<file path="src/rtl/lpt_pkg.sv">
// ----------------------------------------------------------------------------
// lpt_pkg
// Shared types and constants of the IPv4 longest-prefix table: table size,
// item codes, result status codes and the records passed along the cell chain.
// ----------------------------------------------------------------------------
package lpt_pkg;

   localparam int TABLE_DEPTH = 64;
   localparam int IDX_W       = $clog2(TABLE_DEPTH);
   localparam int COUNT_W     = $clog2(TABLE_DEPTH + 1);

   localparam int FAMILY_W   = 24;
   localparam int SUBPROTO_W = 8;
   localparam int ADDR_W     = 32;
   localparam int PREFIX_W   = 6;
   localparam int PORT_W     = 16;
   localparam int HANDLE_W   = 16;
   localparam int STATUS_W   = 2;
   localparam int SLOT_W     = 6;

   localparam logic [PREFIX_W-1:0]   MAX_PREFIX    = 6'd32;
   localparam logic [SUBPROTO_W-1:0] SUBPROTO_WILD = 8'd0;

   localparam logic FUNC_BIND   = 1'b0;
   localparam logic FUNC_LOOKUP = 1'b1;

   localparam logic [STATUS_W-1:0] STATUS_OK   = 2'd0;
   localparam logic [STATUS_W-1:0] STATUS_MISS = 2'd1;
   localparam logic [STATUS_W-1:0] STATUS_FULL = 2'd2;

   typedef logic [IDX_W-1:0]   idx_type;
   typedef logic [COUNT_W-1:0] count_type;

   typedef struct packed {
      logic                  func;
      logic [FAMILY_W-1:0]   family;
      logic [SUBPROTO_W-1:0] subproto;
      logic [ADDR_W-1:0]     address;
      logic [PREFIX_W-1:0]   prefix_len;
      logic [PORT_W-1:0]     port;
      logic [HANDLE_W-1:0]   handle;
   } query_type;

   // Search token: the query plus the best match seen so far.
   typedef struct packed {
      logic                valid;
      logic                fam_ok;
      query_type           query;
      logic                match;
      idx_type             idx;
      logic [PREFIX_W-1:0] prefix;
      logic [HANDLE_W-1:0] handle;
   } token_type;

   // Table update broadcast to every cell.
   typedef struct packed {
      logic      en;
      logic      append;
      idx_type   idx;
      query_type query;
   } write_type;

endpackage

</file>
<file path="src/rtl/lpt_cell.sv">
// ----------------------------------------------------------------------------
// lpt_cell
// One table entry. Compares the passing search token against the entry,
// updates the best match and hands the token to the next cell.
// ----------------------------------------------------------------------------
module lpt_cell (
   input  logic                 clock,
   input  logic                 reset,
   input  lpt_pkg::idx_type     cell_index,
   input  lpt_pkg::token_type   tok_in,
   output lpt_pkg::token_type   tok_out,
   input  lpt_pkg::write_type   wr
);

   logic                                  valid_ff;
   logic [lpt_pkg::FAMILY_W-1:0]          family_ff;
   logic [lpt_pkg::SUBPROTO_W-1:0]        subproto_ff;
   logic [lpt_pkg::ADDR_W-1:0]            address_ff;
   logic [lpt_pkg::PREFIX_W-1:0]          prefix_ff;
   logic [lpt_pkg::PORT_W-1:0]            port_ff;
   logic [lpt_pkg::HANDLE_W-1:0]          handle_ff;

   lpt_pkg::token_type                    tok_ff;
   lpt_pkg::token_type                    tok_in_next;

   logic [lpt_pkg::PREFIX_W-1:0]          eff_prefix;
   logic [lpt_pkg::ADDR_W-1:0]            mask;
   logic                                  exact_hit;
   logic                                  prefix_hit;
   logic                                  take;
   logic                                  wr_here;

   assign eff_prefix = (prefix_ff > lpt_pkg::MAX_PREFIX) ? lpt_pkg::MAX_PREFIX : prefix_ff;
   // Length 0 gives an empty mask; a shift by the full width leaves zero, so
   // length 32 gives a full one.
   assign mask = ~({lpt_pkg::ADDR_W{1'b1}} >> eff_prefix);

   always_comb begin
      exact_hit = valid_ff && tok_in.fam_ok &&
                  family_ff == tok_in.query.family &&
                  subproto_ff == tok_in.query.subproto &&
                  port_ff == tok_in.query.port &&
                  address_ff == tok_in.query.address;
      prefix_hit = valid_ff && tok_in.fam_ok &&
                   family_ff == tok_in.query.family &&
                   (subproto_ff == lpt_pkg::SUBPROTO_WILD ||
                    subproto_ff == tok_in.query.subproto) &&
                   (tok_in.query.address & mask) == (address_ff & mask);
      // Later cells are newer, so equal prefixes replace the earlier best.
      if (tok_in.query.func == lpt_pkg::FUNC_LOOKUP) begin
         take = prefix_hit && (!tok_in.match || eff_prefix >= tok_in.prefix);
      end else begin
         take = exact_hit;
      end
      tok_in_next = tok_in;
      if (take) begin
         tok_in_next.match  = 1'b1;
         tok_in_next.idx    = cell_index;
         tok_in_next.prefix = (tok_in.query.func == lpt_pkg::FUNC_LOOKUP) ? eff_prefix
                                                                          : prefix_ff;
         tok_in_next.handle = handle_ff;
      end
   end

   always_ff @(posedge clock) begin
      if (reset) begin
         tok_ff.valid <= 1'b0;
      end else begin
         tok_ff <= tok_in_next;
      end
   end

   assign wr_here = wr.en && wr.idx == cell_index;

   always_ff @(posedge clock) begin
      if (reset) begin
         valid_ff <= 1'b0;
      end else if (wr_here && wr.append) begin
         valid_ff <= 1'b1;
      end
   end

   always_ff @(posedge clock) begin
      if (wr_here) begin
         handle_ff <= wr.query.handle;
         if (wr.append) begin
            family_ff   <= wr.query.family;
            subproto_ff <= wr.query.subproto;
            address_ff  <= wr.query.address;
            prefix_ff   <= wr.query.prefix_len;
            port_ff     <= wr.query.port;
         end
      end
   end

   assign tok_out = tok_ff;

endmodule

</file>
<file path="config.mk">
export PLATFORM = sky130hd
export DESIGN_NAME = lpt_cell
export DESIGN_NICKNAME = d
export VERILOG_FILES = /design/src/rtl/lpt_pkg.sv /design/src/rtl/lpt_cell.sv
export SDC_FILE = /design/constraint.sdc
export NUM_CORES = 1
export LEC_CHECK = 0
export BUFFER_PORTS_ARGS = -buffer_cell sky130_fd_sc_hd__buf_2
export CELL_PAD_IN_SITES_DETAIL_PLACEMENT = 0
export CELL_PAD_IN_SITES_GLOBAL_PLACEMENT = 2
export CORE_MARGIN = 3
export CORE_UTILIZATION = 32
export DETAILED_ROUTE_END_ITERATION = 6
export PLACE_DENSITY = 0.76
export SLEW_MARGIN = 25
export SYNTH_ARGS = -nofsm -noshare
export SYNTH_HDL_FRONTEND = slang
export SYNTH_SLANG_ARGS = --single-unit
</file>
<file path="constraint.sdc">
create_clock -name clock -period 7.3 [get_ports clock]
set_input_delay 1.46 -clock clock [delete_from_list [all_inputs] [get_ports clock]]
set_output_delay 1.46 -clock clock [all_outputs]
set_load 0.01 [all_outputs]
</file>
==> impl_metrics.json, run 1 <==
{
  "arrival_ns": 4.52,
  "use_met2": 0.2690,
  "slew_viol_final": 0,
  "yosys-top-cells-area": "edfxtp_1 78%, xor2_1 6.0%, mux2_2 2.4%",
  "synth_flop_cell": "edfxtp_1",
  "grt-busiest-layer": "met2",
  "skew_ns": 0.006638,
  "routed_wl_mm": 24.08,
  "rsz0062_at_grt": "no",
  "synth_warnings": 0,
  "first_pass_iters": 6,
  "critPathLaunchType": "input port",
  "core-area_mm2": 0.02740,
  "die_x_um": 174.1,
  "ant_nets": 0,
  "powerDensity_mw_per_mm2": 262.1,
  "fin_hold_ws_ns": 0.4845,
  "grt_use_total": 0.1535,
  "antenna_found_initial": 9,
  "seq_area_frac_synth": 0.7846,
  "crit_path_end_kind": "register",
  "synth_area_mm2": 0.009045,
  "row_count": 60,
  "finalSetupViolations": 0,
  "use_met3": 0.05985,
  "cp_max_fo": 29,
  "grt_max_degree": 74,
  "worstMarginPinSlew_ns": 0.9994,
  "max_freq_mhz": 235.4,
  "yosys_register_bits": 237,
  "layout_worst_path_cycle_share": 0.5819,
  "cts_tree": "done",
  "syn_to_final_growth_pct": 36.92,
  "yosys-top-cells-count": "235 x edfxtp_1, 62 x xor2_1, 24 x xnor2_1, 19 x mux2_2",
  "syn_nets": 757,
  "min_period_ns": 4.248,
  "yosysTopAreaCellShare": 0.7802,
  "nets": 1166,
  "synth_most_common_cell": "edfxtp_1",
  "grtUsageMet1": 0.1726,
  "outcome": "finished clean",
  "clockBufferDepth": 3,
  "vias": 5795,
  "gp_congestion": 0.7675,
  "ctsHtreeMaxLevel": 1,
  "fill_cells": 2491,
  "die-area_mm2": 0.03032,
  "synth-edff-count": 235,
  "cts.sinks": 237,
  "relSlewSlack": 0.3276,
  "synthCells": 498,
  "async_flop_share": 0,
  "drc": 0,
  "grt_overflow": 0,
  "clk_pin_slew_ns": 0.06,
  "wl_per_cell_um": 18.48,
  "grt_pass1_wl_mm": 35.92,
  "synth_top_cell_by_area": "edfxtp_1",
  "post-cts-setup-buffers": 0,
  "cp.required_ns": 7.57,
  "dp_hpwl_mm": 18.38,
  "max-vdd-ir-drop_v": 0.0002044,
  "cts.hold.buffers_added": 0,
  "io_pins": 387,
  "synthDistinctLibCells": 47,
  "cts-buffers-inserted": 27,
  "port_buffers": 385,
  "finalSetupTns_ns": 0,
  "syn_area_per_cell_um2": 18.16,
  "leakagePower_uw": 0.004980,
  "clk_latency_ns": 0.52,
  "grt_pass1_vias": 6149,
  "maxCapViolations": 0,
  "vias_per_cell": 4.447,
  "post_cts_resized": 0,
  "drtIter0Drc": 198,
  "post_route_cells_drive_above_1_share": 0.4962,
  "start_util": 0.3301,
  "critPathKind": "in2reg",
  "clockRootBuffer": "clkbuf_16",
  "hold_path.class": "reg2reg",
  "finalHoldViolCount": 0,
  "die_h_um": 174.1
}
## layout by cell type (no fill, tap or decap), types with 6 or more instances in the layout
master	netlist	layout
edfxtp_1	235	235
xnor2_1	24	24
nor4_1	17	16
o22ai_1	6	6
clkinv_2	0	6
a21oi_1	10	10
clkbuf_16	0	27
mux2_2	19	19
nand3_1	9	9
bufinv_16	0	6
nand2_1	17	17
xor2_1	62	62
buf_2	2	385
ha_1	6	6
nand4_1	8	8
inv_1	12	11
nor2_1	12	12
## critical path, cell delays in order
cell and delay (ns):
buf_2 0.11, xor2_1 0.16, nor4_1 0.27, nand4_1 0.19
nor4_1 0.85, nand4_1 0.30, o41ai_4 0.36, buf_4 0.41
mux2_2 0.39
## state kept, by name (all words and copies together) (netlist names)
register and count:
subproto_ff 8, port_ff 16, family_ff 24, address_ff 32, tok_out 134, handle_ff 16, valid_ff 1, prefix_ff 6
## area by class of cell
| type | count | area (um^2) | share of cell area |
|---|---|---|---|
| clock buffers | 33 | 708.2 | 0.05718 |
| inverters | 12 | 50.05 | 0.004041 |
| well taps | 372 | 465.4 | 0.03758 |
| multi-input cells | 240 | 1864 | 0.1505 |
| flip-flops and latches | 237 | 7097 | 0.5730 |
| diodes | 4 | 10.01 | 0.0008082 |
| clock inverters | 16 | 232.7 | 0.01879 |
| repair buffers | 389 | 1957 | 0.1580 |
## logic make-up (layout without fill, tap and decap cells)
logic type,after synthesis,after routing,share of synthesized area
buf+inv,21,450,0.01148
flops,237,237,0.7846
mux,23,23,0.03030
other cells,0,4,0
xor+xnor,86,86,0.08328
fa+ha+maj,6,6,0.008300
compound gates,44,44,0.03486
simple gates,81,81,0.04717
## power by group
part           leakage (uW)  internal (uW)  total (uW)  switching (uW)
clock              0.000458            898        1420             524
sequential          0.00224           1570        1580            15.4
combinational       0.00229            112         239             127
## routing by layer
layer	share of wire	vias to the layer above
met2	0.50	290
met5	0.0026	-
met3	0.10	52
li1	-	2748
met1	0.37	2695
met4	0.033	10
## stage by stage
stage | util | area (um^2) | worst slack, ns | total power, uW | instances
floorplan | - | 9045 | 1.310 | 1703 | 498
global placement | 0.4173 | 11430 | 2.543 | 1853 | 1250
detailed placement | 0.4173 | 11430 | 2.553 | 1857 | 1250
CTS | 0.4516 | 12370 | 3.102 | 3299 | 1299
global route | 0.4520 | 12380 | 2.928 | 3371 | 1303
finish | 0.4520 | 12380 | 3.052 | 3245 | 1303
## final timing paths
check / to / slack, ns / startpoint / depth (start not counted)
worst max register to register: tok_out[2]$_DFFE_PN_ / 3.50 / prefix_ff[5]$_DFFE_PP_ / 7
worst min-delay path: valid_ff$_SDFFE_PP0P_ / 0.48 / valid_ff$_SDFFE_PP0P_ / 1
worst min register to register: valid_ff$_SDFFE_PP0P_ / 0.48 / valid_ff$_SDFFE_PP0P_ / 1
worst max-delay path: tok_out[2]$_DFFE_PN_ / 3.05 / tok_in[116] / 9
No activity file was read; power rests on OpenSTA's default activity.
==> run 2: changes to the inputs <==
--- a/config.mk
+++ b/config.mk
@@ -9,9 +9,9 @@
 export CELL_PAD_IN_SITES_DETAIL_PLACEMENT = 0
 export CELL_PAD_IN_SITES_GLOBAL_PLACEMENT = 2
 export CORE_MARGIN = 3
-export CORE_UTILIZATION = 32
+export CORE_UTILIZATION = 29
 export DETAILED_ROUTE_END_ITERATION = 6
-export PLACE_DENSITY = 0.76
+export PLACE_DENSITY = 0.72
 export SLEW_MARGIN = 25
 export SYNTH_ARGS = -nofsm -noshare
 export SYNTH_HDL_FRONTEND = slang
==> constraint.sdc (replaced) <==
create_clock -name clock -period 3.8 [get_ports clock]
set_input_delay 0.76 -clock clock [delete_from_list [all_inputs] [get_ports clock]]
set_output_delay 0.76 -clock clock [all_outputs]
set_load 0.01 [all_outputs]
==> run 2 against run 1 <==
Against the previous run:
- count of clock-buffer cells in the layout increased by 2
- sequential share of layout area increased by 0.23 points
- worst setup slack got worse by 2.5 ns
- worst hold slack got worse by 0.077 ns
- clock skew increased by 0.0050 ns
- via count unchanged
- critical path depth decreased by 2
- final area decreased by 0.39%
- combinational power increased by 95%
- flip-flop and latch count unchanged
- routed wire length increased by 1.6%
- global-route usage decreased by 1.2 points
- critical path type is now reg2reg
==> impl_metrics.json, run 2 (same netlist as run 1, synthesis figures left out) <==
{
  "outcome": "finished clean",
  "cts.sinks": 237,
  "syn_to_final_growth_pct": 36.38,
  "final_cell_mix": "385 x buf_2, 235 x edfxtp_1, 62 x xor2_1",
  "cts-buffers-inserted": 26,
  "rsz0062_at_grt": "no",
  "vias_per_cell": 4.351,
  "core-area_mm2": 0.03067,
  "cp.required_ns": 4.07,
  "vias": 5795,
  "largest_reg_flops": 134,
  "finalSetupTns_ns": 0,
  "antenna_found_initial": 10,
  "post_route_cells_drive_above_1_share": 0.4919,
  "port_buffers": 385,
  "clockRootBuffer": "clkbuf_16",
  "finalPower_uw": 5746,
  "fin_util": 0.4022,
  "arrival_ns": 3.54,
  "drtIter0Drc": 226,
  "cts.hold.buffers_added": 0,
  "critPathKind": "reg2reg",
  "ant_nets": 0,
  "slew_viol_final": 0,
  "gp_congestion": 0.7760,
  "die_x_um": 182.6,
  "layout_worst_path_cycle_share": 0.8609,
  "maxCapViolations": 0,
  "hold_path.class": "in2reg",
  "cp_max_fo": 29,
  "critPathLaunchType": "register",
  "start_util": 0.2949,
  "ctsHtreeMaxLevel": 1,
  "post-cts-setup-buffers": 0,
  "dp_hpwl_mm": 18.99,
  "routed_wl_mm": 24.46,
  "finalHoldViolCount": 0,
  "max-vdd-ir-drop_v": 0.0003108,
  "wl_per_cell_um": 18.36,
  "clk_pin_slew_ns": 0.06,
  "skew_ns": 0.01169,
  "die-area_mm2": 0.03334,
  "grt_use_total": 0.1412,
  "grt_pass1_vias": 6179,
  "powerDensity_mw_per_mm2": 465.8,
  "drc": 0,
  "nets": 1175,
  "max_freq_mhz": 305.7,
  "worstMarginPinSlew_ns": 0.8857,
  "min_period_ns": 3.271,
  "finalSetupViolations": 0,
  "leakagePower_uw": 0.004943,
  "relSlewSlack": 0.4095,
  "cts_tree": "done",
  "clk_latency_ns": 0.52,
  "grt_overflow": 0,
  "row_count": 64,
  "die_h_um": 182.6,
  "grt_max_degree": 72,
  "post_cts_resized": 0,
  "first_pass_iters": 6,
  "final_common_cell": "buf_2",
  "io_pins": 387,
  "grt_pass1_wl_mm": 36.06,
  "crit_path_end_kind": "register",
  "clockBufferDepth": 3
}
-- run 2: changes by cell type in the layout (fill, tap and decap cells not counted) --
cell	previous run	this run
inv_6	1	0
clkinv_2	6	3
nor4_4	0	1
clkinv_1	2	5
buf_4	4	11
bufinv_16	6	0
clkinvlp_4	2	1
nor4_2	1	0
diode_2	4	5
buf_12	0	3
clkbuf_1	5	8
clkbuf_8	1	0
-- run 2: layout make-up --
class	count	area [um^2]
tap	396	495.5
timing repair buffer	399	2069
inverter	12	48.80
multi-input combinational	240	1873
antenna	5	12.51
clock inverter	8	33.78
fill	2930	18330
sequential	237	7097
clock buffer	35	705.7
-- run 2: worst paths after layout --
path	startpoint	end	slack (ns)	cells after the start
min reg2reg	valid_ff$_SDFFE_PP0P_	valid_ff$_SDFFE_PP0P_	0.48	1
max	prefix_ff[4]$_DFFE_PP_	tok_out[9]$_DFFE_PN_	0.53	7
max reg2reg	prefix_ff[4]$_DFFE_PP_	tok_out[9]$_DFFE_PN_	0.53	7
min	wr[2]	handle_ff[2]$_DFFE_PP_	0.41	1
-- run 2: metal layers --
layer	track usage	up-vias	wire length, um
li1	-	2768	-
met1	0.1665	2700	9214
met2	0.2426	265	12110
met3	0.05023	54	2502
met4	0.04174	8	580
met5	0	-	48
-- run 2: power breakdown --
part	switching, uW	internal (uW)
Clock	958	1280
Sequential	26.8	3010
Combinational	247	218
-- run 2: critical path, stage by stage (launching register included) --
cell       delay (ns)
edfxtp_1         0.55
nor4_1           0.55
a21oi_1          0.15
a2111oi_0        0.50
nand4_1          0.25
o41ai_4          0.38
buf_12           0.25
mux2_2           0.36
-- run 2: metrics by stage --
step / instances / worst slack (ns) / hold WS [ns] / area, um^2
final: 1332 / 0.5287 / 0.4074 / 12340
after global routing: 1332 / 0.2000 / 0.3776 / 12340
after CTS: 1327 / 0.4823 / 0.3665 / 12320
after detailed placement: 1284 / 0.07157 / 0.4656 / 11580
after global placement: 1284 / 0.1178 / 0.4601 / 11580
after floorplan: 498 / 0.09287 / 0.4413 / 9056
